<file path="config.mk">
export PLATFORM = sky130hd
export DESIGN_NAME = rceg_front
export DESIGN_NICKNAME = d
export VERILOG_FILES = /design/src/rceg_pkg.sv /design/src/rceg_front.sv
export SDC_FILE = /design/constraint.sdc
export NUM_CORES = 1
export LEC_CHECK = 0
export ABC_AREA = 1
export BUFFER_PORTS_ARGS = -buffer_cell sky130_fd_sc_hd__buf_4
export CORE_MARGIN = 1.5
export CORE_UTILIZATION = 45
export DETAILED_ROUTE_END_ITERATION = 7
export PLACE_DENSITY = 0.74
export SLEW_MARGIN = 20
export SYNTH_ARGS = -nofsm -noshare
export SYNTH_HDL_FRONTEND = slang
export SYNTH_SLANG_ARGS = --single-unit
</file>
<file path="constraint.sdc">
create_clock -name clock -period 11.8 [get_ports clock]
set_input_delay 0 -clock clock [delete_from_list [all_inputs] [get_ports clock]]
set_output_delay 0 -clock clock [all_outputs]
set_load 0.1 [all_outputs]
</file>
<file path="src/rceg_pkg.sv">
// shared types, constants and the rise table for the cosine envelope generator
package rceg_pkg;

   localparam int COS_DEPTH = 1024;
   localparam int IDX_W = $clog2(COS_DEPTH) + 1;
   localparam int FRAME_W = 16;
   localparam int REPS_W = 7;
   localparam int PER_W = FRAME_W + 1;
   localparam int WEIGHT_W = 18;
   localparam int TAB_W = 17;
   localparam int NUM_W = PER_W;
   localparam int DEN_W = PER_W + 1;
   localparam int DIVD_W = NUM_W + IDX_W;
   localparam int QUO_W = REPS_W;
   localparam int MAX_REPS = 100;
   localparam int CSR_IDX_W = 4;
   localparam int CSR_DATA_W = 16;
   localparam int QUEUE_DEPTH = 4;
   localparam int PHI_SH = $clog2(2 * COS_DEPTH);
   localparam int TERM_DIV_W = 34;

   localparam longint unsigned PI_Q30 = 64'd3373259426;
   localparam longint unsigned ONE_Q30 = 64'd1073741824;
   localparam longint unsigned ONE_Q16 = 64'd65536;

   typedef enum logic [CSR_IDX_W-1:0] {
      REG_SPAN_START = 4'd0,
      REG_SPAN_END = 4'd1,
      REG_PEAK_FRAME = 4'd2,
      REG_TOTAL_FRAMES = 4'd3,
      REG_REPEAT_COUNT = 4'd4,
      REG_MIRROR_POSITION = 4'd5,
      REG_MIRROR_SIGN = 4'd6,
      REG_HALF_OFFSET = 4'd7
   } csr_addr_type;

   typedef enum logic [1:0] {
      CFG_LOAD,
      CFG_DIV,
      CFG_MUL,
      CFG_IDLE
   } cfg_state_type;

   typedef enum logic [2:0] {
      K_ZERO,
      K_ONE,
      K_NEG_ONE,
      K_HALF,
      K_PLAIN,
      K_SIGNED
   } kind_type;

   typedef struct packed {
      logic [FRAME_W-1:0] span_start;
      logic [FRAME_W-1:0] span_end;
      logic [FRAME_W-1:0] peak_frame;
      logic [FRAME_W-1:0] total_frames;
      logic [REPS_W-1:0] repeat_count;
      logic mirror_position;
      logic mirror_sign;
      logic half_offset;
      logic [PER_W-1:0] period;
      logic [PER_W-1:0] rep_total;
      logic err;
   } cfg_type;

   typedef struct packed {
      kind_type kind;
      logic minus;
      logic div2;
      logic err;
      logic oot;
      logic [NUM_W-1:0] num;
      logic [DEN_W-1:0] den;
   } job_type;

   typedef logic [TAB_W-1:0] rise_tab_type [0:COS_DEPTH];

   // shift and subtract quotient, dividend below 2**TERM_DIV_W
   function automatic longint unsigned udiv_small(longint unsigned a, longint unsigned b);
      longint unsigned q;
      longint unsigned r;
      q = 0;
      r = 0;
      for (int i = TERM_DIV_W - 1; i >= 0; i--) begin
         r = {r[62:0], a[i]};
         if (r >= b) begin
            r = r - b;
            q[i] = 1'b1;
         end
      end
      return q;
   endfunction

   function automatic longint unsigned sine_q30(longint unsigned phi);
      longint unsigned p2;
      longint unsigned term;
      longint unsigned sum;
      longint unsigned dv;
      p2 = (phi * phi) >> 30;
      term = phi;
      sum = phi;
      for (int n = 1; n <= 8; n++) begin
         dv = longint'(2 * n) * longint'(2 * n + 1);
         term = udiv_small((term * p2) >> 30, dv);
         if ((n & 1) != 0) begin
            sum = sum - term;
         end else begin
            sum = sum + term;
         end
      end
      if (sum > ONE_Q30) begin
         sum = ONE_Q30;
      end
      return sum;
   endfunction

   function automatic rise_tab_type build_rise_tab();
      rise_tab_type tab;
      longint unsigned phi;
      longint unsigned s;
      longint unsigned w;
      for (int k = 0; k <= COS_DEPTH; k++) begin
         phi = (PI_Q30 * longint'(k)) >> PHI_SH;
         s = sine_q30(phi);
         w = (s * s + (64'd1 << 43)) >> 44;
         if (w > ONE_Q16) begin
            w = ONE_Q16;
         end
         tab[k] = w[TAB_W-1:0];
      end
      return tab;
   endfunction

endpackage

</file>
<file path="src/rceg_front.sv">
// front: takes frames, finds the repeat and classifies the curve segment
module rceg_front (
   input  logic clock,
   input  logic reset,
   input  rceg_pkg::cfg_type cfg,
   input  logic busy,
   input  logic req_tvalid,
   output logic req_tready,
   input  logic [15:0] req_tdata,
   output logic job_valid,
   input  logic job_ready,
   output rceg_pkg::job_type job
);
   import rceg_pkg::*;

   typedef struct packed {
      logic err;
      logic oot;
      logic active;
      logic short_per;
      logic le;
      logic inr;
      logic [PER_W-1:0] rem;
      logic [QUO_W-1:0] quo;
   } fdiv_type;

   typedef struct packed {
      logic err;
      logic oot;
      logic active;
      logic short_per;
      logic le;
      logic inr;
      logic first;
      logic last;
      logic minus;
      logic div2;
      logic [PER_W-1:0] fs;
      logic [DEN_W-1:0] aoff;
   } fmid_type;

   localparam int SH_W = PER_W + QUO_W - 1;

   logic en;
   logic a_valid_ff, a_oot_ff, a_ge_ff, a_le_ff;
   logic [FRAME_W-1:0] a_d_ff;
   logic [FRAME_W-1:0] f;
   logic dv_valid_ff [0:QUO_W];
   fdiv_type dv_ff [0:QUO_W];
   fdiv_type dv_in [0:QUO_W];
   logic m_valid_ff, c_valid_ff;
   fmid_type m_ff, m_in;
   job_type c_ff, c_in;
   logic clip;
   logic [REPS_W-1:0] r;
   logic [FRAME_W-1:0] off;
   logic signed [DEN_W-1:0] fs_s, per_s, aoff_s;

   assign en = !c_valid_ff || job_ready;
   assign req_tready = en && !busy;
   assign f = req_tdata[FRAME_W-1:0];
   assign job_valid = c_valid_ff;
   assign job = c_ff;

   always_ff @(posedge clock) begin
      if (reset) begin
         a_valid_ff <= 1'b0;
         for (int k = 0; k <= QUO_W; k++) begin
            dv_valid_ff[k] <= 1'b0;
         end
         m_valid_ff <= 1'b0;
         c_valid_ff <= 1'b0;
      end else if (en) begin
         a_valid_ff <= req_tvalid && !busy;
         dv_valid_ff[0] <= a_valid_ff;
         for (int k = 0; k < QUO_W; k++) begin
            dv_valid_ff[k+1] <= dv_valid_ff[k];
         end
         m_valid_ff <= dv_valid_ff[QUO_W];
         c_valid_ff <= m_valid_ff;
      end
   end

   always_ff @(posedge clock) begin
      if (en) begin
         a_oot_ff <= f >= cfg.total_frames;
         a_ge_ff <= f >= cfg.span_start;
         a_le_ff <= f <= cfg.span_end;
         a_d_ff <= f - cfg.span_start;
         for (int k = 0; k <= QUO_W; k++) begin
            dv_ff[k] <= dv_in[k];
         end
         m_ff <= m_in;
         c_ff <= c_in;
      end
   end

   // one quotient bit of frame offset / period per stage
   always_comb begin
      logic [SH_W-1:0] rem_x;
      logic [SH_W-1:0] sh;
      dv_in[0].err = cfg.err;
      dv_in[0].oot = a_oot_ff;
      dv_in[0].active = !cfg.err && !a_oot_ff && a_ge_ff;
      dv_in[0].short_per = cfg.period < PER_W'(3);
      dv_in[0].le = a_le_ff;
      dv_in[0].inr = {1'b0, a_d_ff} <= cfg.rep_total;
      dv_in[0].rem = {1'b0, a_d_ff};
      dv_in[0].quo = '0;
      for (int k = 0; k < QUO_W; k++) begin
         dv_in[k+1] = dv_ff[k];
         rem_x = {{(SH_W-PER_W){1'b0}}, dv_ff[k].rem};
         sh = {{(SH_W-PER_W){1'b0}}, cfg.period} << (QUO_W - 1 - k);
         if (rem_x >= sh) begin
            dv_in[k+1].rem = PER_W'(rem_x - sh);
            dv_in[k+1].quo[QUO_W-1-k] = 1'b1;
         end
      end
   end

   assign clip = dv_ff[QUO_W].quo >= cfg.repeat_count;
   assign r = clip ? cfg.repeat_count - REPS_W'(1) : dv_ff[QUO_W].quo;
   assign off = cfg.peak_frame - cfg.span_start;

   always_comb begin
      m_in.err = dv_ff[QUO_W].err;
      m_in.oot = dv_ff[QUO_W].oot;
      m_in.active = dv_ff[QUO_W].active;
      m_in.short_per = dv_ff[QUO_W].short_per;
      m_in.le = dv_ff[QUO_W].le;
      m_in.inr = dv_ff[QUO_W].inr;
      m_in.first = r == '0;
      m_in.last = r == cfg.repeat_count - REPS_W'(1);
      m_in.minus = cfg.mirror_sign && r[0];
      m_in.div2 = cfg.mirror_sign && cfg.half_offset;
      m_in.fs = clip ? cfg.period : dv_ff[QUO_W].rem;
      if (cfg.mirror_position && r[0]) begin
         m_in.aoff = {1'b0, cfg.period} - {2'b0, off};
      end else begin
         m_in.aoff = {2'b0, off};
      end
   end

   assign fs_s = $signed({1'b0, m_ff.fs});
   assign per_s = $signed({1'b0, cfg.period});
   assign aoff_s = $signed(m_ff.aoff);

   always_comb begin
      c_in.kind = K_ZERO;
      c_in.minus = m_ff.minus;
      c_in.div2 = m_ff.div2;
      c_in.err = m_ff.err;
      c_in.oot = m_ff.oot;
      c_in.num = m_ff.fs;
      c_in.den = m_ff.aoff;
      if (!m_ff.active) begin
         c_in.kind = K_ZERO;
      end else if (m_ff.short_per) begin
         c_in.kind = m_ff.le ? K_ONE : K_ZERO;
      end else if (!m_ff.inr) begin
         c_in.kind = K_ZERO;
      end else if (fs_s == '0 && fs_s != aoff_s) begin
         c_in.kind = (!m_ff.first && m_ff.div2) ? K_HALF : K_ZERO;
      end else if (fs_s == per_s && fs_s != aoff_s) begin
         c_in.kind = (!m_ff.last && m_ff.div2) ? K_HALF : K_ZERO;
      end else if (fs_s < aoff_s) begin
         c_in.kind = m_ff.first ? K_PLAIN : K_SIGNED;
      end else if (fs_s > aoff_s) begin
         c_in.num = cfg.period - m_ff.fs;
         c_in.den = DEN_W'(per_s - aoff_s);
         if (m_ff.last && m_ff.div2) begin
            c_in.kind = m_ff.minus ? K_ZERO : K_PLAIN;
         end else begin
            c_in.kind = K_SIGNED;
         end
      end else if (m_ff.div2) begin
         c_in.kind = m_ff.minus ? K_ZERO : K_ONE;
      end else begin
         c_in.kind = m_ff.minus ? K_NEG_ONE : K_ONE;
      end
   end

endmodule

</file>
==> results.yml <==
grt:
  grt.overflow.total: 0
  grt_antenna_before_repair: 0
  grt_max_degree: 172
  grt_util_all_layers_pct: 22.9
  grt_pass1_vias: 17600
  grt_pass1_wl_um: 91100
critical_path:
  r2r_slack_ns: 7.70
  crit_family: "simple AND/OR/NAND/NOR gates"
  crit_path_start_kind: "flip-flop"
  path_class: "reg2reg"
  crit_cells: 11
  worstPathArrival_ns: 4.52
  critical_path.startpoint: "dv_ff[1][92]$_DFFE_PN_"
  r2r-start: "dv_ff[1][92]$_DFFE_PN_"
  end_kind: "flip-flop"
  endpoint: "aoff_s[12]$_DFFE_PN_"
  r2r-end: "aoff_s[12]$_DFFE_PN_"
  required_ns: 12.22
  cp_slowest_cell: "inv_1"
  cp.buffers_inverters: 2
  slowest_delay_ns: 0.82
  reg2reg_depth: 11
  crit_chain: "ha_1 > a21oi_1 > o21ai_0 > nand4_1 > nand3_1 > inv_1 > nand2_1 > nand3_1 > inv_1 > or2_2 > o21ai_1"
  path_max_fanout: 39
floorplanning:
  ios: 174
  die_h_um: 226
  rows: 81
  fp.dieW_um: 226
  initial_utilization_pct: 45.6
  core_area_um2: 49100
  die-area_um2: 51100
finish:
  mostFrequentLayoutCells: "447 x nand2_1, 325 x edfxtp_1, 309 x inv_1"
  drive_gt1_share_pct: 10.4
  antennaDiodeCount: 0
  layout_commonest_cell: "nand2_1"
  final_nets: 3063
  syn_to_final_growth_pct: 15.1
  fin_cells: 3365
  final_core_util_pct: 52.5
timing:
  timing.final.hold_violations: 0
  fmax_ghz: 0.244
  fin_setup_tns_ns: 0
  rsz0062_at_grt: "false"
  fin_crit_sh_pct: 34.7
  skew_ns: 0.0292
  min_period_ns: 4.10
  slew_headroom_pct: 35.8
  worstMarginPinSlew_ns: 0.963
  final_max_slew_viol_count: 0
  setup_viol: 0
yosys:
  yosysSeqAreaShare_pct: 43.9
  syn_nets: 2857
  synth_cells: 2468
  ys_types: 48
  synth_edf_count: 325
  synthesis.area_um2: 22400
  synth_seq_cells: 328
  synthArstFlopShare_pct: 0
  synth_warnings: 0
  syn-mean-instance-area_um2: 9.07
  synth_ff_type: "edfxtp_1"
drt:
  post-route-drc-count: 0
  wl_per_cell_um: 17.2
  num_vias: 18100
  drt_iter0_markers: 1212
  ant_nets: 0
  dr.pass1.iters: 6
  via_per_inst: 5.37
  drt_wl_total_um: 57700
placement:
  placed_cells: 3275
  port_buffers: 173
  place.gp.congestion: 0.923
  hpwlAfterDp_um: 43700
clocking:
  cts_tree: "yes"
  cts_setup_buffers: 0
  cts_buffer_depth: 3
  h-tree-depth: 2
  numCtsBuffers: 37
  clk_pin_slew_worst_paths_ns: 0.06
  clkSinkCount: 328
  clock_latency_ns: 0.58
  root_buffer: "clkbuf_16"
power:
  p_sw_share_pct: 43.2
  power_density_nw_per_um2: 220
  clkPwrFrac_pct: 19.3
  peakVddDrop_v: 0.000220
  p_int_mw: 3.22
  leakagePower_nw: 11.9
  seqPwrFrac_pct: 33.6
  net-switching-power_mw: 2.45
  p_comb_share_pct: 47.1
min_path:
  min_path_type: "in2reg"
outcome:
  status: "complete, no violations"
flow_run:
  drv_cap: 0
synthesized netlist by cell type, drive strengths merged, types with 18 or more instances:
cell      n  area [µm²]
a21oi   259        1320
a31oi    18         113
buf      22         144
edfxtp  325        9760
ha      247        3090
inv     321        1200
nand2   457        1740
nand3    93         465
nand4    43         269
nor2    200         771
nor3     26         130
o21ai   177         916
xnor2    72         631
xor2     78         683
cell type report:
class                           instances  area, µm²
Clock buffer                           44        973
Clock inverter                         22        153
Fill cell                            4496      23300
Inverter                              321       1210
Multi-Input combinational cell       1787      11200
Sequential cell                       328       9820
Tap cell                              664        831
Timing Repair Buffer                  199       1590
repair_timing:
action	4_1_cts	5_1_grt
hold buffers	22	0
endpoints found under the hold margin	30	0
gates resized for setup	0	0
flip-flops by register name, summed over array words and instances, names as in the netlist, 4 cells and up:
signal / cells
dv_valid_ff: 8
a_d_ff: 16
c_in: 4
job: 42
m_ff: 6
dv_ff: 211
aoff_s: 18
fs_s: 17
per-stage QoR:
| stage | power [mW] | hold WS (ns) | cell area [µm²] | worst slack [ns] |
|---|---|---|---|---|
| finish | 5.67 | 0.0331 | 25800 | 7.70 |
| global route | 6.05 | 0.0373 | 25800 | 7.31 |
| CTS | 5.68 | 0.0137 | 25700 | 7.72 |
| detailed placement | 4.55 | 0.203 | 24400 | 7.75 |
| global placement | 4.49 | 0.200 | 24400 | 7.86 |
| floorplan | 3.91 | 0.0989 | 22400 | 3.39 |
cell families (layout without fill, tap and decap cells):
kind of cell,after synthesis,count (layout),share of synthesized area (%)
fa+ha+maj,259,259,14.9
simple gates,851,851,16.1
xor+xnor,150,150,5.87
flops,328,328,43.9
buf+inv,353,586,6.20
compound gates,527,527,13.1
worst min-delay path by stage:
stage	startpoint	to	cells past startpoint
after floorplan	cfg[0]	dv_ff[0][29]$_DFFE_PN_	0
after global placement	cfg[0]	dv_ff[0][29]$_DFFE_PN_	1
after detailed placement	cfg[0]	dv_ff[0][29]$_DFFE_PN_	1
after CTS	cfg[1]	dv_ff[0][24]$_DFFE_PN_	4
after global routing	cfg[108]	a_d_ff[15]$_DFFE_PN_	4
final	cfg[1]	dv_ff[0][24]$_DFFE_PN_	4
power by group through the flow:
| stage | Clock, mW | Combinational (mW) | Sequential (mW) |
|---|---|---|---|
| after floorplan | 0 | 1.64 | 2.28 |
| after global placement | 0 | 2.57 | 1.92 |
| after detailed placement | 0 | 2.63 | 1.92 |
| after CTS | 1.13 | 2.65 | 1.90 |
| after global routing | 1.17 | 2.95 | 1.93 |
| final | 1.09 | 2.67 | 1.90 |
worst reg2reg max path, delay by kind of cell, from the launching register on:
| family | cells | cell delay (ns) |
|---|---|---|
| compound gates | 3 | 0.31 |
| fa+ha+maj | 1 | 0.33 |
| buf+inv | 2 | 1.29 |
| flops | 1 | 0.42 |
| simple gates | 5 | 1.59 |
metal layers:
metal	GRT usage, %	share of wire, %
met5	0	0
met4	8.75	3.7
met3	3.54	5.8
met2	38.8	47
met1	29.3	43
(Power assumes the default switching activity.)
