===== src/rceg_pkg.sv =====
// shared types, constants and the rise table for the cosine envelope generator
package rceg_pkg;

   localparam int COS_DEPTH = 1024;
   localparam int IDX_W = $clog2(COS_DEPTH) + 1;
   localparam int FRAME_W = 16;
   localparam int REPS_W = 7;
   localparam int PER_W = FRAME_W + 1;
   localparam int WEIGHT_W = 18;
   localparam int TAB_W = 17;
   localparam int NUM_W = PER_W;
   localparam int DEN_W = PER_W + 1;
   localparam int DIVD_W = NUM_W + IDX_W;
   localparam int QUO_W = REPS_W;
   localparam int MAX_REPS = 100;
   localparam int CSR_IDX_W = 4;
   localparam int CSR_DATA_W = 16;
   localparam int QUEUE_DEPTH = 4;
   localparam int PHI_SH = $clog2(2 * COS_DEPTH);
   localparam int TERM_DIV_W = 34;

   localparam longint unsigned PI_Q30 = 64'd3373259426;
   localparam longint unsigned ONE_Q30 = 64'd1073741824;
   localparam longint unsigned ONE_Q16 = 64'd65536;

   typedef enum logic [CSR_IDX_W-1:0] {
      REG_SPAN_START = 4'd0,
      REG_SPAN_END = 4'd1,
      REG_PEAK_FRAME = 4'd2,
      REG_TOTAL_FRAMES = 4'd3,
      REG_REPEAT_COUNT = 4'd4,
      REG_MIRROR_POSITION = 4'd5,
      REG_MIRROR_SIGN = 4'd6,
      REG_HALF_OFFSET = 4'd7
   } csr_addr_type;

   typedef enum logic [1:0] {
      CFG_LOAD,
      CFG_DIV,
      CFG_MUL,
      CFG_IDLE
   } cfg_state_type;

   typedef enum logic [2:0] {
      K_ZERO,
      K_ONE,
      K_NEG_ONE,
      K_HALF,
      K_PLAIN,
      K_SIGNED
   } kind_type;

   typedef struct packed {
      logic [FRAME_W-1:0] span_start;
      logic [FRAME_W-1:0] span_end;
      logic [FRAME_W-1:0] peak_frame;
      logic [FRAME_W-1:0] total_frames;
      logic [REPS_W-1:0] repeat_count;
      logic mirror_position;
      logic mirror_sign;
      logic half_offset;
      logic [PER_W-1:0] period;
      logic [PER_W-1:0] rep_total;
      logic err;
   } cfg_type;

   typedef struct packed {
      kind_type kind;
      logic minus;
      logic div2;
      logic err;
      logic oot;
      logic [NUM_W-1:0] num;
      logic [DEN_W-1:0] den;
   } job_type;

   typedef logic [TAB_W-1:0] rise_tab_type [0:COS_DEPTH];

   // shift and subtract quotient, dividend below 2**TERM_DIV_W
   function automatic longint unsigned udiv_small(longint unsigned a, longint unsigned b);
      longint unsigned q;
      longint unsigned r;
      q = 0;
      r = 0;
      for (int i = TERM_DIV_W - 1; i >= 0; i--) begin
         r = {r[62:0], a[i]};
         if (r >= b) begin
            r = r - b;
            q[i] = 1'b1;
         end
      end
      return q;
   endfunction

   function automatic longint unsigned sine_q30(longint unsigned phi);
      longint unsigned p2;
      longint unsigned term;
      longint unsigned sum;
      longint unsigned dv;
      p2 = (phi * phi) >> 30;
      term = phi;
      sum = phi;
      for (int n = 1; n <= 8; n++) begin
         dv = longint'(2 * n) * longint'(2 * n + 1);
         term = udiv_small((term * p2) >> 30, dv);
         if ((n & 1) != 0) begin
            sum = sum - term;
         end else begin
            sum = sum + term;
         end
      end
      if (sum > ONE_Q30) begin
         sum = ONE_Q30;
      end
      return sum;
   endfunction

   function automatic rise_tab_type build_rise_tab();
      rise_tab_type tab;
      longint unsigned phi;
      longint unsigned s;
      longint unsigned w;
      for (int k = 0; k <= COS_DEPTH; k++) begin
         phi = (PI_Q30 * longint'(k)) >> PHI_SH;
         s = sine_q30(phi);
         w = (s * s + (64'd1 << 43)) >> 44;
         if (w > ONE_Q16) begin
            w = ONE_Q16;
         end
         tab[k] = w[TAB_W-1:0];
      end
      return tab;
   endfunction

endpackage


===== src/rceg_cfg.sv =====
// configuration registers and the derived period computed after each write
module rceg_cfg (
   input  logic clock,
   input  logic reset,
   input  logic csr_tvalid,
   output logic csr_tready,
   input  logic [rceg_pkg::CSR_IDX_W-1:0] csr_index,
   input  logic [rceg_pkg::CSR_DATA_W-1:0] csr_data,
   output rceg_pkg::cfg_type cfg,
   output logic busy
);
   import rceg_pkg::*;

   logic [FRAME_W-1:0] start_ff, end_ff, peak_ff, total_ff;
   logic [REPS_W-1:0] reps_ff;
   logic mpos_ff, msign_ff, half_ff;
   cfg_state_type state_ff, state_in;
   logic [4:0] cnt_ff;
   logic [PER_W-1:0] quo_ff, per_ff, rp_ff;
   logic [PER_W:0] rem_ff;
   logic [PER_W:0] rem_sh;
   logic [PER_W:0] reps_ext;
   logic do_load, do_div, do_mul;
   logic wr;
   logic [PER_W-1:0] numframe;
   logic [PER_W+REPS_W-1:0] prod;

   assign csr_tready = 1'b1;
   assign wr = csr_tvalid;
   assign numframe = {1'b0, end_ff} - {1'b0, start_ff} + PER_W'(1);
   assign reps_ext = {{(PER_W+1-REPS_W){1'b0}}, reps_ff};
   assign rem_sh = {rem_ff[PER_W-1:0], quo_ff[PER_W-1]};
   assign prod = quo_ff * reps_ff;

   always_ff @(posedge clock) begin
      if (reset) begin
         start_ff <= '0;
         end_ff <= '0;
         peak_ff <= '0;
         total_ff <= FRAME_W'(1);
         reps_ff <= REPS_W'(1);
         mpos_ff <= 1'b0;
         msign_ff <= 1'b0;
         half_ff <= 1'b0;
      end else if (wr) begin
         case (csr_addr_type'(csr_index))
            REG_SPAN_START: start_ff <= csr_data[FRAME_W-1:0];
            REG_SPAN_END: end_ff <= csr_data[FRAME_W-1:0];
            REG_PEAK_FRAME: peak_ff <= csr_data[FRAME_W-1:0];
            REG_TOTAL_FRAMES: total_ff <= csr_data[FRAME_W-1:0];
            REG_REPEAT_COUNT: reps_ff <= csr_data[REPS_W-1:0];
            REG_MIRROR_POSITION: mpos_ff <= csr_data[0];
            REG_MIRROR_SIGN: msign_ff <= csr_data[0];
            REG_HALF_OFFSET: half_ff <= csr_data[0];
            default: ;
         endcase
      end
   end

   always_comb begin
      state_in = state_ff;
      if (wr) begin
         state_in = CFG_LOAD;
      end else begin
         case (state_ff)
            CFG_LOAD: state_in = CFG_DIV;
            CFG_DIV: state_in = (cnt_ff == 5'd0) ? CFG_MUL : CFG_DIV;
            CFG_MUL: state_in = CFG_IDLE;
            CFG_IDLE: state_in = CFG_IDLE;
            default: state_in = CFG_LOAD;
         endcase
      end
   end

   always_comb begin
      do_load = 1'b0;
      do_div = 1'b0;
      do_mul = 1'b0;
      busy = 1'b1;
      case (state_ff)
         CFG_LOAD: do_load = 1'b1;
         CFG_DIV: do_div = 1'b1;
         CFG_MUL: do_mul = 1'b1;
         CFG_IDLE: busy = 1'b0;
         default: busy = 1'b1;
      endcase
   end

   always_ff @(posedge clock) begin
      if (reset) begin
         state_ff <= CFG_LOAD;
      end else begin
         state_ff <= state_in;
      end
   end

   // restoring divider: one quotient bit a cycle
   always_ff @(posedge clock) begin
      if (do_load) begin
         quo_ff <= numframe;
         rem_ff <= '0;
         cnt_ff <= 5'(PER_W - 1);
      end else if (do_div) begin
         if (rem_sh >= reps_ext) begin
            rem_ff <= rem_sh - reps_ext;
            quo_ff <= {quo_ff[PER_W-2:0], 1'b1};
         end else begin
            rem_ff <= rem_sh;
            quo_ff <= {quo_ff[PER_W-2:0], 1'b0};
         end
         cnt_ff <= cnt_ff - 5'd1;
      end
      if (do_mul) begin
         per_ff <= quo_ff;
         rp_ff <= prod[PER_W-1:0];
      end
   end

   always_comb begin
      cfg.span_start = start_ff;
      cfg.span_end = end_ff;
      cfg.peak_frame = peak_ff;
      cfg.total_frames = total_ff;
      cfg.repeat_count = reps_ff;
      cfg.mirror_position = mpos_ff;
      cfg.mirror_sign = msign_ff;
      cfg.half_offset = half_ff;
      cfg.period = per_ff;
      cfg.rep_total = rp_ff;
      cfg.err = !(end_ff >= start_ff && peak_ff >= start_ff && peak_ff <= end_ff &&
                  total_ff > end_ff && reps_ff >= REPS_W'(1) &&
                  reps_ff <= REPS_W'(MAX_REPS));
   end

endmodule


===== config.mk =====
export PLATFORM = sky130hd
export DESIGN_NAME = rceg_cfg
export DESIGN_NICKNAME = d
export VERILOG_FILES = /design/src/rceg_pkg.sv /design/src/rceg_cfg.sv
export SDC_FILE = /design/constraint.sdc
export NUM_CORES = 1
export LEC_CHECK = 0
export ABC_AREA = 1
export BUFFER_PORTS_ARGS = -buffer_cell sky130_fd_sc_hd__buf_2
export CAP_MARGIN = 20
export CORE_ASPECT_RATIO = 0.5
export CORE_MARGIN = 8
export CORE_UTILIZATION = 31
export DETAILED_ROUTE_END_ITERATION = 8
export GPL_TIMING_DRIVEN = 1
export PLACE_DENSITY = 0.51
export SYNTH_ARGS = -nofsm -noshare
export SYNTH_HDL_FRONTEND = slang
export SYNTH_SLANG_ARGS = --single-unit

===== constraint.sdc =====
create_clock -name clock -period 9.7 [get_ports clock]
set_input_delay 2.91 -clock clock [delete_from_list [all_inputs] [get_ports clock]]
set_output_delay 2.91 -clock clock [all_outputs]
set_load 0.005 [all_outputs]

==> reports/qor.log <==
[floorplanning] die span in x 289 um
[sta] summed negative setup slack over all endpoints 0 ps
[critical_path] Buffers & Inverters on Critical Path 2
[floorplanning] Placement Rows 50
[logic_synthesis] average footprint of a synthesized cell 7.41 um2
[layout] diode count 0
[critical_path] Most Frequent Cell on Critical Path sky130_fd_sc_hd__nand2_1
[cts] clock buffer depth 2
[global_route] maximum number of pins on one net before global-route repair 71
[critical_path] crit path launch type register
[detailed_routing] Vias 9,875
[sta] Setup WS post-layout 4360 ps
[floorplanning] floorplan die area 44,200 um2
[critical_path] CP top delay family flip-flops
[sta] ratio of final minimum period to clock period 55.0%
[sta] number of failing hold endpoints at the final stage 0
[detailed_routing] Detail Route Antenna Nets 0
[power] Power per Cell Area 182 nW/um2
[detailed_routing] wire length on met1 16,100 um
[power] IR Drop Worst-Case VDD 0.000151 V
[logic_synthesis] number of distinct standard cells referenced by the synthesized netlist 42
[cts] postcts setup bufs 0
[power] Sw Share 40.3%
[floorplanning] total core area 37,100 um2
[global_route] antenna violations before repair 0
[place] instance count after placement with tap cells included 2,144
[power] Int Power 0.00144 W
[power] static power due to leakage 7.23 nW
[detailed_routing] routed vias/inst 4.54
[cts] quantity of hold-fixing buffers added after cts 0
[detailed_routing] uppermost layer routed met4
[hold_path] worst hold-check path type reg -> reg
[cts] total CTS buffers 17
[detailed_routing] Iteration-0 DRC Markers 525
[power] combinational share of power 38.3%
[power] clock network fraction of design power 28.0%
[detailed_routing] residual DRC count 0
[critical_path] Worst Path Max Fanout 19
[place] Setup WS pre-CTS 4840 ps
[sta] Slew @ Worst Pin 1050 ps
[critical_path] critical-path cell list inv_1 -> nand2_1 -> nor2_1 -> nand2_1 -> nand3_1 -> a21oi_1 -> nand4_1 -> buf_2
[sta] post-layout min period 5340 ps
[floorplanning] DIE HEIGHT 153 um
[detailed_routing] routed wirelength normalized by instance count 15.3 um
[critical_path] classification of the worst setup path reg -> out
[detailed_routing] total wirelength of the detailed-routed design 33,200 um
[detailed_routing] routed wire length on met3 1230 um
[global_route] first-pass GRT wire length 53,100 um
[cts] Clock Sinks 149
[logic_synthesis] nets in the synthesized netlist 1,767
[cts] count of cells resized by post-cts repair 0
[logic_synthesis] cell count after synthesis 1,565
[cts] CTS H-tree lvls 4
[layout] number of nets at the end of the flow 1,871
[cts] worst skew pair latency 440 ps
[cts] clock tree from TritonCTS yes
[run] Maximum Capacitance Violations 0
[logic_synthesis] YS warnings 0
[global_route] overflow left after global routing 0
[place] half-perimeter wire length after placement 26,100 um
[global_route] via count of the first global-routing pass 9,603
[layout] share of post-route cells with drive strength above 1 11.1%
[sta] setup repair after global routing missed its margin no
[sta] clock skew after layout 10.3 ps
[place] final weighted congestion in routability-driven placement 0.888
[logic_synthesis] post-synthesis register bit count 149
[cts] clock transition at the registers of the reported paths 60 ps
[power] Reg power frac 33.7%
[place] count of buffers from port buffering 132
[detailed_routing] met2 wirelength from detailed routing 15,300 um
[outcome] outcome finished clean
[logic_synthesis] Netlist Area Pre-Place 11,600 um2
[cts] Clock Tree Root sky130_fd_sc_hd__clkbuf_16
[floorplanning] Initial Utilization 31.2%
[sta] f_max 187 MHz
[critical_path] worst endpoint data arrival time 2430 ps
[critical_path] Worst setup EP type primary output
[layout] Area Overhead vs Synth 14.5%
[critical_path] Crit-path slowest cell sky130_fd_sc_hd__dfxtp_1
[sta] worst slew margin relative to its limit 30.1%
[layout] Final Instance Count excl. Fillers 2,176
[logic_synthesis] post-synthesis sequential area ratio 30.1%
[sta] Setup violations, final 0
[floorplanning] Ports 134
[critical_path] required time at the endpoint of the critical path 6790 ps
[power] Sw Pwr 0.000975 W
[global_route] Tot GR Track Use 15.1%
[detailed_routing] Pre-Repair DR Iteration Count 5
[critical_path] delay of the slowest cell on the worst path 880 ps
[sta] max-slew violations 0
-- kinds of logic (layout without fill, tap and decap cells) --
| group | count (synthesis) | in the layout | share of synthesized area, % |
|---|---|---|---|
| xor gates and xnor gates | 24 | 24 | 1.81 |
| adders and majority gates | 179 | 179 | 23.6 |
| and+or+nand+nor | 666 | 666 | 23.6 |
| other | 1 | 1 | 0.0324 |
| DFF | 149 | 149 | 30.1 |
| AOI/OAI and AO/OA | 206 | 206 | 9.25 |
| buffers and inverters | 340 | 457 | 11.5 |
-- cell usage after synthesis, drive strengths merged --
library cell	count	share of area [%]
a211oi	1	0.065
a21o	4	0.26
a21oi	91	3.9
a31oi	3	0.16
and2	2	0.11
and3	2	0.11
buf	18	1.1
clkbuf	35	1.2
conb	1	0.032
dfxtp	98	17
edfxtp	51	13
fa	66	11
ha	113	12
inv	287	9.3
nand2	401	13
nand2b	1	0.054
nand3	89	4.0
nand3b	4	0.26
nand4	15	0.81
nor2	138	4.6
nor3	11	0.47
o21a	4	0.26
o21ai	98	4.3
o21bai	4	0.26
o22ai	1	0.054
or2	2	0.11
or3	1	0.054
xnor2	6	0.45
xor2	18	1.4
-- area by class of cell --
class                   instances  area (um2)
flip-flops and latches        149        3490
clock inverters                 9        91.3
well taps                     494         618
fillers                      3998       23800
multi-input cells            1076        6770
inverters                     287        1080
clock buffers                  23         500
repair buffers                138         726
-- cells in the final DEF, fill, tap and decap left out, types with 5 or more instances in the layout --
cell type / count
sky130_fd_sc_hd__fa_1: 66
sky130_fd_sc_hd__xnor2_1: 6
sky130_fd_sc_hd__o21ai_0: 82
sky130_fd_sc_hd__a21oi_1: 91
sky130_fd_sc_hd__inv_2: 6
sky130_fd_sc_hd__nor3_1: 11
sky130_fd_sc_hd__ha_1: 113
sky130_fd_sc_hd__nand4_1: 15
sky130_fd_sc_hd__inv_1: 281
sky130_fd_sc_hd__o21ai_1: 15
sky130_fd_sc_hd__dfxtp_1: 98
sky130_fd_sc_hd__nand3_1: 87
sky130_fd_sc_hd__buf_4: 5
sky130_fd_sc_hd__buf_2: 132
sky130_fd_sc_hd__clkbuf_16: 19
sky130_fd_sc_hd__edfxtp_1: 51
sky130_fd_sc_hd__nor2_1: 133
sky130_fd_sc_hd__xor2_1: 18
sky130_fd_sc_hd__nand2_1: 397
-- power by group through the flow --
stage / Combinational, W / Sequential, W / Clock (W)
2_1_floorplan: 0.000760 / 0.000771 / 0
3_3_place_gp: 0.000922 / 0.000830 / 0
3_5_place_dp: 0.000924 / 0.000828 / 0
4_1_cts: 0.000931 / 0.000816 / 0.000693
5_1_grt: 0.00107 / 0.000827 / 0.000716
6_report: 0.000926 / 0.000816 / 0.000677
-- stage by stage --
stage	utilization [%]	hold WS [ps]	cell area, um2	power, W
3_3_place_gp	34.1	443	12700	0.00175
2_1_floorplan	-	419	11600	0.00153
6_report	35.8	461	13300	0.00242
3_5_place_dp	34.2	442	12700	0.00175
5_1_grt	35.8	480	13300	0.00261
4_1_cts	35.8	457	13300	0.00244
-- registers in the layout, indices dropped and copies added (netlist names) --
register,count
cnt_ff,5
end_ff,16
half_ff,1
mpos_ff,1
msign_ff,1
peak_ff,16
per_ff,17
quo_ff,17
rem_ff,17
reps_ff,7
rp_ff,17
start_ff,16
state_ff,2
total_ff,16
-- layer usage --
layer	vias to the layer above	track usage [%]
met1	4546	20.2
met3	27	2.87
li1	5134	-
met2	168	24.6
met4	0	4.18
met5	-	0
-- worst paths after layout --
path / startpoint / endpoint / slack, ps / depth (start not counted)
min: rem_ff[14] / rem_ff[14] / 460 / 2
min reg2reg: rem_ff[14] / rem_ff[14] / 460 / 2
max reg2reg: reps_ff[1] / rp_ff[11] / 5180 / 15
max: reps_ff[1] / cfg[0] / 4360 / 8
-- worst min-delay path: cells and delay by family (launching register included) --
kind          cells  cell delay [ps]
simple gates      2              100
flops             1              320
No activity file was read; power rests on OpenSTA's default activity.
