<file path="src/rceg_pkg.sv">
// shared types, constants and the rise table for the cosine envelope generator
package rceg_pkg;

   localparam int COS_DEPTH = 1024;
   localparam int IDX_W = $clog2(COS_DEPTH) + 1;
   localparam int FRAME_W = 16;
   localparam int REPS_W = 7;
   localparam int PER_W = FRAME_W + 1;
   localparam int WEIGHT_W = 18;
   localparam int TAB_W = 17;
   localparam int NUM_W = PER_W;
   localparam int DEN_W = PER_W + 1;
   localparam int DIVD_W = NUM_W + IDX_W;
   localparam int QUO_W = REPS_W;
   localparam int MAX_REPS = 100;
   localparam int CSR_IDX_W = 4;
   localparam int CSR_DATA_W = 16;
   localparam int QUEUE_DEPTH = 4;
   localparam int PHI_SH = $clog2(2 * COS_DEPTH);
   localparam int TERM_DIV_W = 34;

   localparam longint unsigned PI_Q30 = 64'd3373259426;
   localparam longint unsigned ONE_Q30 = 64'd1073741824;
   localparam longint unsigned ONE_Q16 = 64'd65536;

   typedef enum logic [CSR_IDX_W-1:0] {
      REG_SPAN_START = 4'd0,
      REG_SPAN_END = 4'd1,
      REG_PEAK_FRAME = 4'd2,
      REG_TOTAL_FRAMES = 4'd3,
      REG_REPEAT_COUNT = 4'd4,
      REG_MIRROR_POSITION = 4'd5,
      REG_MIRROR_SIGN = 4'd6,
      REG_HALF_OFFSET = 4'd7
   } csr_addr_type;

   typedef enum logic [1:0] {
      CFG_LOAD,
      CFG_DIV,
      CFG_MUL,
      CFG_IDLE
   } cfg_state_type;

   typedef enum logic [2:0] {
      K_ZERO,
      K_ONE,
      K_NEG_ONE,
      K_HALF,
      K_PLAIN,
      K_SIGNED
   } kind_type;

   typedef struct packed {
      logic [FRAME_W-1:0] span_start;
      logic [FRAME_W-1:0] span_end;
      logic [FRAME_W-1:0] peak_frame;
      logic [FRAME_W-1:0] total_frames;
      logic [REPS_W-1:0] repeat_count;
      logic mirror_position;
      logic mirror_sign;
      logic half_offset;
      logic [PER_W-1:0] period;
      logic [PER_W-1:0] rep_total;
      logic err;
   } cfg_type;

   typedef struct packed {
      kind_type kind;
      logic minus;
      logic div2;
      logic err;
      logic oot;
      logic [NUM_W-1:0] num;
      logic [DEN_W-1:0] den;
   } job_type;

   typedef logic [TAB_W-1:0] rise_tab_type [0:COS_DEPTH];

   // shift and subtract quotient, dividend below 2**TERM_DIV_W
   function automatic longint unsigned udiv_small(longint unsigned a, longint unsigned b);
      longint unsigned q;
      longint unsigned r;
      q = 0;
      r = 0;
      for (int i = TERM_DIV_W - 1; i >= 0; i--) begin
         r = {r[62:0], a[i]};
         if (r >= b) begin
            r = r - b;
            q[i] = 1'b1;
         end
      end
      return q;
   endfunction

   function automatic longint unsigned sine_q30(longint unsigned phi);
      longint unsigned p2;
      longint unsigned term;
      longint unsigned sum;
      longint unsigned dv;
      p2 = (phi * phi) >> 30;
      term = phi;
      sum = phi;
      for (int n = 1; n <= 8; n++) begin
         dv = longint'(2 * n) * longint'(2 * n + 1);
         term = udiv_small((term * p2) >> 30, dv);
         if ((n & 1) != 0) begin
            sum = sum - term;
         end else begin
            sum = sum + term;
         end
      end
      if (sum > ONE_Q30) begin
         sum = ONE_Q30;
      end
      return sum;
   endfunction

   function automatic rise_tab_type build_rise_tab();
      rise_tab_type tab;
      longint unsigned phi;
      longint unsigned s;
      longint unsigned w;
      for (int k = 0; k <= COS_DEPTH; k++) begin
         phi = (PI_Q30 * longint'(k)) >> PHI_SH;
         s = sine_q30(phi);
         w = (s * s + (64'd1 << 43)) >> 44;
         if (w > ONE_Q16) begin
            w = ONE_Q16;
         end
         tab[k] = w[TAB_W-1:0];
      end
      return tab;
   endfunction

endpackage

</file>
<file path="src/rceg_queue.sv">
// short item queue between front and back
module rceg_queue (
   input  logic clock,
   input  logic reset,
   input  logic push_valid,
   output logic push_ready,
   input  rceg_pkg::job_type push_data,
   output logic pop_valid,
   input  logic pop,
   output rceg_pkg::job_type pop_data
);
   import rceg_pkg::*;

   localparam int PTR_W = $clog2(QUEUE_DEPTH);

   job_type slot_ff [0:QUEUE_DEPTH-1];
   logic [PTR_W-1:0] wr_ff, rd_ff;
   logic [PTR_W:0] cnt_ff;
   logic do_push, do_pop;

   assign push_ready = cnt_ff != (PTR_W+1)'(QUEUE_DEPTH);
   assign pop_valid = cnt_ff != '0;
   assign pop_data = slot_ff[rd_ff];
   assign do_push = push_valid && push_ready;
   assign do_pop = pop && pop_valid;

   always_ff @(posedge clock) begin
      if (reset) begin
         wr_ff <= '0;
         rd_ff <= '0;
         cnt_ff <= '0;
      end else begin
         if (do_push) begin
            wr_ff <= wr_ff + PTR_W'(1);
         end
         if (do_pop) begin
            rd_ff <= rd_ff + PTR_W'(1);
         end
         if (do_push && !do_pop) begin
            cnt_ff <= cnt_ff + (PTR_W+1)'(1);
         end else if (do_pop && !do_push) begin
            cnt_ff <= cnt_ff - (PTR_W+1)'(1);
         end
      end
   end

   always_ff @(posedge clock) begin
      if (do_push) begin
         slot_ff[wr_ff] <= push_data;
      end
   end

endmodule

</file>
<file path="config.mk">
export PLATFORM = sky130hd
export DESIGN_NAME = rceg_queue
export DESIGN_NICKNAME = d
export VERILOG_FILES = /design/src/rceg_pkg.sv /design/src/rceg_queue.sv
export SDC_FILE = /design/constraint.sdc
export NUM_CORES = 1
export LEC_CHECK = 0
export ABC_AREA = 1
export ABC_CLOCK_PERIOD_IN_PS = 7600
export BUFFER_PORTS_ARGS = -buffer_cell sky130_fd_sc_hd__buf_2
export CORE_MARGIN = 5
export CORE_UTILIZATION = 45
export DETAILED_ROUTE_END_ITERATION = 8
export PLACE_DENSITY_LB_ADDON = 0.08
export SYNTH_ARGS = -nofsm -noshare
export SYNTH_HDL_FRONTEND = slang
export SYNTH_SLANG_ARGS = --single-unit
export TNS_END_PERCENT = 30
</file>
<file path="constraint.sdc">
create_clock -name clock -period 7.6 [get_ports clock]
set_clock_uncertainty 0.1 [all_clocks]
set_input_delay 0 -clock clock [delete_from_list [all_inputs] [get_ports clock]]
set_output_delay 0 -clock clock [all_outputs]
set_load 0.05 [all_outputs]
</file>
==> flow_summary.yaml, run 1 <==
status:
  status: "finished clean"
worst_setup_path:
  worst-path-max-fanout: 43
  cp-end-kind: "primary output"
  r2r_setup_slack_ns: 5.34
  required_ns: 7.50
  crit_arrival_ns: 2.70
  startpoint_type: "register"
  crit_type: "register to primary output"
  ff2ff_path_depth: 13
synth:
  ys_seq_area_frac: 0.780
  postSynthAreaPerCell_um2: 14.1
  synth_nets: 526
  yosys_warnings: 0
  syn_area_mm2: 0.00670
  ys_ff_latch: 177
  syn_inst: 474
  ys_types: 18
sta:
  max_freq_mhz: 358
  setup_ws_ns: 4.80
  report.final.hold_viol_count: 0
  tightest_slew_ns: 0.866
  maxSlewHeadroom: 0.423
  rsz0062_at_grt: "no"
  setup_viol: 0
  fin_crit_sh: 0.368
  fin_crit_ns: 2.80
  slew_violations: 0
  tns_ns: 0
drt:
  drt_iter0_markers: 335
  ant_nets: 0
  drc: 0
  wl_per_cell_um: 17.7
  dr.pass1.iters: 5
  drt-total-wl_um: 14300
  num_vias: 4179
  avgViaCountPerCell: 5.18
cells_and_area:
  areaGrowthSynthToFinish_pct: 25.3
  drive_gt1_frac: 0.215
  nFillCells: 1196
  antenna_cells: 0
  fin_nets: 661
global_route:
  grt_pass1_wl_um: 22600
  grt_use_total: 0.165
  grt_max_degree: 85
  grt_overflow: 0
  antenna_found_initial: 0
  grt_pass1_vias: 4185
clock_network:
  clk_path_buf_depth: 2
  htree_num_levels: 4
  cts_sinks: 177
  clkTransAtPathRegs_ns: 0.06
  root_buffer: "clkbuf_16"
  cts_tree: "done"
  cts_made_buffers: 17
  clock_latency_ns: 0.42
power_and_ir_drop:
  leakagePower_nw: 3.01
  p_int_mw: 1.99
  p_sw_frac: 0.370
  seqPwrFrac: 0.389
  p_switching_mw: 1.17
  pwr-share-comb: 0.314
  ir_drop_v: 0.000200
  clockPowerShare: 0.297
  p_per_area_mw_per_mm2: 376
die:
  start_util: 0.459
  die_height_um: 132
  placementRows: 44
  die_w_um: 132
  ios: 90
  coreArea_mm2: 0.0146
  dieArea_mm2: 0.0174
min_path:
  hold_path_depth: 2
  hold_path.class: "primary input to register"
placement:
  place_congestion: 0.770
  port_buffers: 89
  pre_cts_slack_ns: 5.19
  dp_hpwl_um: 7930
job:
  maxCapViolCount: 0
flip-flops by register name, summed over array words and instances (netlist names), named ones only:
| signal | cells |
|---|---|
| wr_ff | 2 |
| rd_ff | 2 |
| slot_ff | 168 |
| cnt_ff | 3 |
cell families after synthesis:
logic type / after synthesis / synth area share
compound gates: 130 / 0.105
buf+inv: 42 / 0.0336
flops: 177 / 0.780
fa+ha+maj: 6 / 0.0123
xor+xnor: 1 / 0.00131
simple gates: 118 / 0.0675
Yosys cell counts (all sizes together):
master  number  area (um2)
edfxtp     168        5040
nor2        98         368
o21ai       85         425
o22ai       42         263
inv         16        60.1
nand2       15        56.3
buf         14         120
clkbuf      12        45.0
dfxtp        9         180
ha           5        62.6
nand3        4        20.0
a21oi        3        15.0
fa           1        20.0
nand3b       1        7.51
xor2         1        8.76
power by group through the flow:
stage	clock, mW	sequential (mW)	combinational, mW
5_1_grt	0.996	1.24	1.06
3_3_place_gp	0	1.25	0.975
3_5_place_dp	0	1.25	0.979
4_1_cts	0.951	1.23	1.00
6_report	0.938	1.23	0.991
2_1_floorplan	0	1.24	0.761
critical path: stages, from the launching register on:
cell and delay [ns]:
dfxtp_2 0.86, inv_1 0.57, buf_4 0.38, o21ai_1 0.10, o22ai_1 0.12, buf_2 0.23
final timing paths:
path / endpoint / start
worst min register to register: register / rd_ff[1]$_SDFFE_PP0P_
worst max-delay path: pop_data[38] / register
worst max register to register: cnt_ff[2]$_SDFFE_PP0P_ / cnt_ff[0]$_SDFFE_PP0P_
worst min-delay path: slot_ff[0][0]$_DFFE_PP_ / push_data[0]
final cells by class:
type	count	area (um2)	area share
Timing Repair Buffer	142	958	0.114
Sequential cell	177	5230	0.623
Clock buffer	17	425	0.0507
Clock inverter	15	213	0.0254
Inverter	16	60.1	0.00716
Multi-Input combinational cell	255	1280	0.152
Tap cell	184	230	0.0274
stage by stage:
stage | total power [mW] | cell area, um2 | utilization | hold slack, ns | cells
6_report | 3.16 | 8390 | 0.575 | 0.234 | 806
5_1_grt | 3.30 | 8390 | 0.575 | 0.229 | 806
4_1_cts | 3.18 | 8390 | 0.575 | 0.215 | 806
3_5_place_dp | 2.23 | 7290 | 0.500 | 0.121 | 728
3_3_place_gp | 2.22 | 7290 | 0.500 | 0.116 | 728
2_1_floorplan | 2.00 | 6700 | - | -0.0309 | 474
layout by cell type (no fill, tap or decap), types with 4 or more instances in the layout:
cell type | netlist | layout
edfxtp_1 | 168 | 168
nor2_1 | 98 | 94
buf_2 | 6 | 89
o21ai_0 | 62 | 62
dlygate4sd3_1 | 0 | 46
o22ai_1 | 42 | 42
o21ai_1 | 23 | 23
clkbuf_16 | 0 | 17
nand2_1 | 15 | 15
inv_1 | 14 | 14
dfxtp_1 | 9 | 7
buf_4 | 0 | 7
ha_1 | 5 | 5
bufinv_16 | 0 | 5
nor2_4 | 0 | 4
nand3_1 | 4 | 4
metal layers:
layer  wire (um)  vias to the layer above  GRT usage  share of wire
met5           0                        -          0              0
met4         268                        0     0.0669          0.019
met3         714                       21     0.0458          0.050
met2        6690                      116      0.252           0.47
met1        6580                     2021      0.225           0.46
li1            -                     2021          -              -
what timing repair did:
| action | in CTS | in global routing |
|---|---|---|
| setup buffers | 0 | 0 |
| gates resized for setup | 0 | 0 |
| endpoints found under the setup margin | 0 | 0 |
| endpoints found under the hold margin | 177 | 0 |
| hold buffers | 46 | 0 |
Note: power is estimated with default switching activity, not from simulation.
==> run 2: changes to the inputs <==
--- a/config.mk
+++ b/config.mk
@@ -5,8 +5,8 @@
 export SDC_FILE = /design/constraint.sdc
 export NUM_CORES = 1
 export LEC_CHECK = 0
-export ABC_AREA = 1
-export ABC_CLOCK_PERIOD_IN_PS = 7600
+export ABC_AREA = 0
+export ABC_CLOCK_PERIOD_IN_PS = 2900
 export BUFFER_PORTS_ARGS = -buffer_cell sky130_fd_sc_hd__buf_2
 export CORE_MARGIN = 5
 export CORE_UTILIZATION = 45
==> constraint.sdc (replaced) <==
create_clock -name clock -period 2.9 [get_ports clock]
set_clock_uncertainty 0.1 [all_clocks]
set_input_delay 0 -clock clock [delete_from_list [all_inputs] [get_ports clock]]
set_output_delay 0 -clock clock [all_outputs]
set_load 0.05 [all_outputs]
==> run 2 against run 1 <==
Effect of this change: utilization grew 0.59 points; sequential power grew to 2.7 times the previous value; via count shrank 26%; synthesized area shrank 1.8%; global-route usage shrank 1.6 points; clock-buffer cell count grew 2; setup slack lost 4.3 ns; hold slack lost 0.0013 ns; critical path depth grew 3; power grew to 2.6 times the previous value; largest power group unchanged; highest routed layer unchanged.
==> flow_summary.yaml, run 2 <==
synth:
  yosys.area.top_type_share: 0.767
  syn_inst: 268
  ys_types: 24
  ys_top_cells_by_count: "edfxtp_1, mux4_2, dfxtp_1, nor2_1, ha_1"
  yosysMostFrequentCell: "edfxtp_1"
  synth_flop_cell: "edfxtp_1"
  ys_top_cells_by_area: "edfxtp_1, mux4_2, dfxtp_1, buf_12, ha_1"
  synth-edff-count: 168
  synthArstFlopShare: 0
  postSynthAreaPerCell_um2: 24.5
  ys_seq_area_frac: 0.794
  ys_ff_latch: 177
  synth_nets: 320
  yosys_warnings: 0
  yosys.area.top_type: "edfxtp_1"
  syn_area_mm2: 0.00658
power_and_ir_drop:
  ir_drop_v: 0.000517
  p_switching_mw: 2.69
  leakagePower_nw: 2.91
  clockPowerShare: 0.310
  p_sw_frac: 0.324
  p_per_area_mw_per_mm2: 992
  p_int_mw: 5.62
  seqPwrFrac: 0.397
  pwr-share-comb: 0.293
sta:
  holdWs_ns: 0.233
  rsz0062_at_grt: "no"
  fin_crit_sh: 0.821
  setup_viol: 0
  fin_crit_ns: 2.38
  maxSlewHeadroom: 0.604
  max_freq_mhz: 420
  slew_violations: 0
  tns_ns: 0
  report.final.hold_viol_count: 0
  tightest_slew_ns: 0.594
  setup_ws_ns: 0.519
min_path:
  hold_path.class: "primary input to register"
cells_and_area:
  areaGrowthSynthToFinish_pct: 27.4
  fin_util: 0.581
  final_common_cell: "edfxtp_1"
  nFillCells: 1100
  largest_register_ffs: 168
  fin_nets: 472
  final_cell_mix: "edfxtp_1, buf_2, dlygate4sd3_1"
  reg.largest.list: "slot_ff: 168 flops, cnt_ff: 3 flops"
  antenna_cells: 0
  drive_gt1_frac: 0.406
  registers.top_by_ff_count: "slot_ff"
drt:
  ant_nets: 0
  drc: 0
  dr.pass1.iters: 4
  wl_per_cell_um: 19.1
  drt_iter0_markers: 189
  drt-total-wl_um: 11800
  num_vias: 3089
  avgViaCountPerCell: 5.01
worst_setup_path:
  path_cells: "nor2_1 > a21boi_2 > ha_1 > inv_1 > fa_1 > xor2_1 > or3_1 > a21oi_1"
  crit_arrival_ns: 2.62
  worst-path-max-fanout: 7
  worst-path-buf-inv: 1
  crit_type: "register to register"
  required_ns: 3.14
  cp-end-kind: "register"
  max_stage_delay_ns: 0.45
  cpMaxStageDelayCell: "dfxtp_1"
  critical-path-top-delay-family: "adder cells"
  startpoint_type: "register"
placement:
  port_buffers: 89
  place_congestion: 0.703
  dp_hpwl_um: 7120
  pre_cts_slack_ns: 0.551
job:
  maxCapViolCount: 0
global_route:
  grt_overflow: 0
  grt_pass1_vias: 3255
  grt_use_total: 0.148
  grt_pass1_wl_um: 18300
  antenna_found_initial: 0
  grt_max_degree: 32
status:
  status: "finished clean"
clock_network:
  postCtsSetupBuffers: 0
  ctsResizeCount: 0
  clock_latency_ns: 0.41
  clk_path_buf_depth: 2
  htree_num_levels: 4
  cts_sinks: 177
  postCtsHoldBufs: 45
  cts_made_buffers: 17
  root_buffer: "clkbuf_16"
  clkTransAtPathRegs_ns: 0.06
  cts_tree: "done"
die:
  placementRows: 44
  start_util: 0.456
  ios: 90
  coreArea_mm2: 0.0144
  dieArea_mm2: 0.0171
  die_height_um: 131
  die_w_um: 131
-- run 2: area by class of cell --
cell class | count | area (um2) | area share
sequential | 177 | 5230 | 0.624
multi-input combinational | 77 | 1230 | 0.147
timing repair buffer | 144 | 1010 | 0.120
clock buffer | 19 | 433 | 0.0517
clock inverter | 13 | 239 | 0.0285
tap | 184 | 230 | 0.0275
inverter | 3 | 11.3 | 0.00134
-- run 2: worst paths after layout --
check,start,to,slack [ns],cells after the start
worst max-delay path,cnt_ff[0]$_SDFFE_PP0P_,cnt_ff[2]$_SDFFE_PP0P_,0.52,8
worst min register to register,rd_ff[1]$_SDFFE_PP0P_,register,0.44,2
worst max register to register,cnt_ff[0]$_SDFFE_PP0P_,cnt_ff[2]$_SDFFE_PP0P_,0.52,8
worst min-delay path,push_data[23],slot_ff[0][23]$_DFFE_PP_,0.23,2
-- run 2: power by group through the flow --
stage | sequential, mW | combinational, mW | clock (mW)
finish | 3.30 | 2.43 | 2.58
global route | 3.35 | 2.58 | 2.74
CTS | 3.32 | 2.48 | 2.64
detailed placement | 3.37 | 2.43 | 0
global placement | 3.36 | 2.42 | 0
floorplan | 3.22 | 2.07 | 0
-- run 2: layer usage --
| metal | global-route usage | wire length, um | vias up |
|---|---|---|---|
| met5 | 0 | 0 | - |
| met4 | 0.0599 | 178 | 0 |
| met3 | 0.0386 | 572 | 14 |
| met2 | 0.238 | 5840 | 75 |
| met1 | 0.196 | 5160 | 1571 |
| li1 | - | - | 1429 |
-- run 2: cell families (layout without fill, tap and decap cells) --
logic type / after synthesis / after routing / synth area share
buffers and inverters: 14 / 179 / 0.0198
DFF: 177 / 177 / 0.794
AOI/OAI and AO/OA: 5 / 5 / 0.00570
muxes: 45 / 45 / 0.150
adders and majority gates: 6 / 6 / 0.0126
xor gates and xnor gates: 4 / 4 / 0.00532
and+or+nand+nor: 17 / 17 / 0.0127
-- run 2: metrics by stage --
stage	cells	area (um2)	power, mW
after global routing	617	8380	8.67
after detailed placement	540	7260	5.80
final	617	8380	8.31
after floorplan	268	6580	5.29
after CTS	617	8380	8.44
after global placement	540	7260	5.78
==> run 3: changes to the inputs <==
--- a/config.mk
+++ b/config.mk
@@ -6,7 +6,7 @@
 export NUM_CORES = 1
 export LEC_CHECK = 0
 export ABC_AREA = 0
-export ABC_CLOCK_PERIOD_IN_PS = 2900
+export ABC_CLOCK_PERIOD_IN_PS = 2100
 export BUFFER_PORTS_ARGS = -buffer_cell sky130_fd_sc_hd__buf_2
 export CORE_MARGIN = 5
 export CORE_UTILIZATION = 45
==> constraint.sdc (replaced) <==
create_clock -name clock -period 2.1 [get_ports clock]
set_clock_uncertainty 0.1 [all_clocks]
set_input_delay 0 -clock clock [delete_from_list [all_inputs] [get_ports clock]]
set_output_delay 0 -clock clock [all_outputs]
set_load 0.05 [all_outputs]
==> run 3 against run 2 <==
Effect of this change: setup slack lost 0.42 ns; register-to-register slack lost 0.40 ns; non-clock buffer count grew 10; die area is the same; utilization grew 0.45 points; sequential share of layout area shrank 0.44 points; global-route usage is essentially flat; final cell count grew 1.6%; clock power grew 15%; largest power group unchanged.
==> flow_summary.yaml, run 3 (same netlist as run 2, synthesis figures left out) <==
worst_setup_path:
  timing.rr.start: "cnt_ff[2]$_SDFFE_PP0P_"
  critical-path-top-delay-family: "multiplexers"
  max_stage_delay_ns: 0.54
  cp-end-kind: "primary output"
  crit_type: "register to primary output"
  required_ns: 2.00
  worst-path-buf-inv: 2
  startpoint_type: "register"
  path_cells: "buf_12 > mux4_2 > buf_2"
  cpMaxStageDelayCell: "mux4_2"
  crit_arrival_ns: 1.90
  worst-path-max-fanout: 15
power_and_ir_drop:
  leakagePower_nw: 2.93
  p_sw_frac: 0.335
  p_switching_mw: 3.71
  pwr-share-comb: 0.329
  ir_drop_v: 0.000666
  clockPowerShare: 0.268
  seqPwrFrac: 0.403
  p_int_mw: 7.37
  p_per_area_mw_per_mm2: 1310
global_route:
  antenna_found_initial: 0
  grt_pass1_vias: 3397
  grt_overflow: 0
  grt_use_total: 0.149
  grt_pass1_wl_um: 18400
  grt_max_degree: 36
drt:
  dr.pass1.iters: 4
  drc: 0
  wl_per_cell_um: 18.6
  drt-total-wl_um: 11700
  avgViaCountPerCell: 4.99
  drt_iter0_markers: 211
  ant_nets: 0
  num_vias: 3131
clock_network:
  root_buffer: "clkbuf_16"
  clkTransAtPathRegs_ns: 0.06
  postCtsSetupBuffers: 0
  cts_sinks: 177
  clock_latency_ns: 0.42
  cts_made_buffers: 17
  clk_path_buf_depth: 2
  htree_num_levels: 4
  cts_tree: "done"
job:
  maxCapViolCount: 0
placement:
  dpl.cell_count: 550
  dp_hpwl_um: 7100
  place_area_mm2: 0.00738
  port_buffers: 89
  place_congestion: 0.720
cells_and_area:
  final_common_cell: "edfxtp_1"
  antenna_cells: 0
  reg.largest.list: "slot_ff: 168 flops, cnt_ff: 3 flops"
  nFillCells: 1095
  largest_register_ffs: 168
  areaGrowthSynthToFinish_pct: 28.4
  registers.top_by_ff_count: "slot_ff"
  drive_gt1_frac: 0.427
  multiInputGateArea_mm2: 0.00126
  stdcell_count: 627
  fin_nets: 482
  fin_util: 0.586
  final_cell_mix: "edfxtp_1, buf_2, dlygate4sd3_1"
  seqCellArea_mm2: 0.00523
  final_cell_area_mm2: 0.00845
sta:
  rsz0062_at_grt: "no"
  maxSlewHeadroom: 0.671
  fin_crit_sh: 0.951
  tightest_slew_ns: 0.487
  setup_viol: 0
  fin_crit_ns: 2.00
  slew_violations: 0
  report.final.hold_viol_count: 0
  max_freq_mhz: 500
min_path:
  hold_path.class: "primary input to register"
  hold_path_startpoint: "push_valid"
die:
  die_w_um: 131
  start_util: 0.456
  ios: 90
  dieArea_mm2: 0.0171
  coreArea_mm2: 0.0144
  placementRows: 44
  die_height_um: 131
status:
  status: "finished clean"
## run 3: cell count changes in the layout (fill, tap and decap cells not counted), moves of 2 or more
cell	before	now
buf_4	7	11
clkbuf_8	0	5
clkinv_2	5	2
clkbuf_1	2	6
bufinv_16	7	1
dfxtp_1	7	4
buf_6	0	2
buf_12	3	7
dfxtp_2	1	4
## run 3: power by group through the flow
| stage | Combinational (mW) | Sequential [mW] | Clock, mW |
|---|---|---|---|
| final | 3.65 | 4.47 | 2.96 |
| after global routing | 3.88 | 4.51 | 3.21 |
| after CTS | 3.69 | 4.46 | 3.03 |
| after detailed placement | 3.60 | 4.53 | 0 |
| after global placement | 3.59 | 4.52 | 0 |
| after floorplan | 2.86 | 4.45 | 0 |
## run 3: worst register-to-register path, cell delays in order, from the launching register on
cell and delay [ns]:
dfxtp_2 0.34, o31ai_4 0.30, ha_4 0.18, inv_1 0.05
fa_2 0.33, xor2_1 0.17, or3_1 0.30, a21oi_1 0.14
## run 3: per-stage QoR
| stage | power [mW] | setup WS (ns) | hold slack (ns) | setup TNS [ns] |
|---|---|---|---|---|
| global route | 11.6 | 0.00508 | 0.0388 | 0 |
| finish | 11.1 | 0.102 | 0.0403 | 0 |
| global placement | 8.11 | 0.0748 | 0.113 | 0 |
| CTS | 11.2 | 0.0309 | 0.00995 | 0 |
| detailed placement | 8.13 | 0.00951 | 0.115 | 0 |
| floorplan | 7.31 | -0.220 | -0.00113 | -18.50 |
## run 3: layout make-up
cell class / count / area share
Clock inverter: 4 / 0.00563
Tap cell: 184 / 0.0273
Multi-Input combinational cell: 77 / 0.150
Sequential cell: 177 / 0.620
Inverter: 3 / 0.00133
Timing Repair Buffer: 154 / 0.135
Clock buffer: 28 / 0.0612
## run 3: final timing paths
kind	to	cells past startpoint	slack, ns
max	pop_data[14]	3	0.10
min	wr_ff[1]$_SDFFE_PP0P_	4	0.04
max reg2reg	cnt_ff[2]$_SDFFE_PP0P_	7	0.12
min reg2reg	wr_ff[1]$_SDFFE_PP0P_	2	0.44
## run 3: metal layers
metal	track usage	vias up	wire length, um
met5	0	-	0
met1	0.190	1607	4850
met2	0.242	61	6140
met4	0.0490	0	159
met3	0.0488	16	537
li1	-	1447	-
## run 3: timing repair
item | in CTS | in global routing
endpoints found under the setup margin | 1 | 11
hold buffers | 45 | 0
endpoints found under the hold margin | 177 | 0
pin swaps | 0 | 2
gates resized for setup | 1 | 10
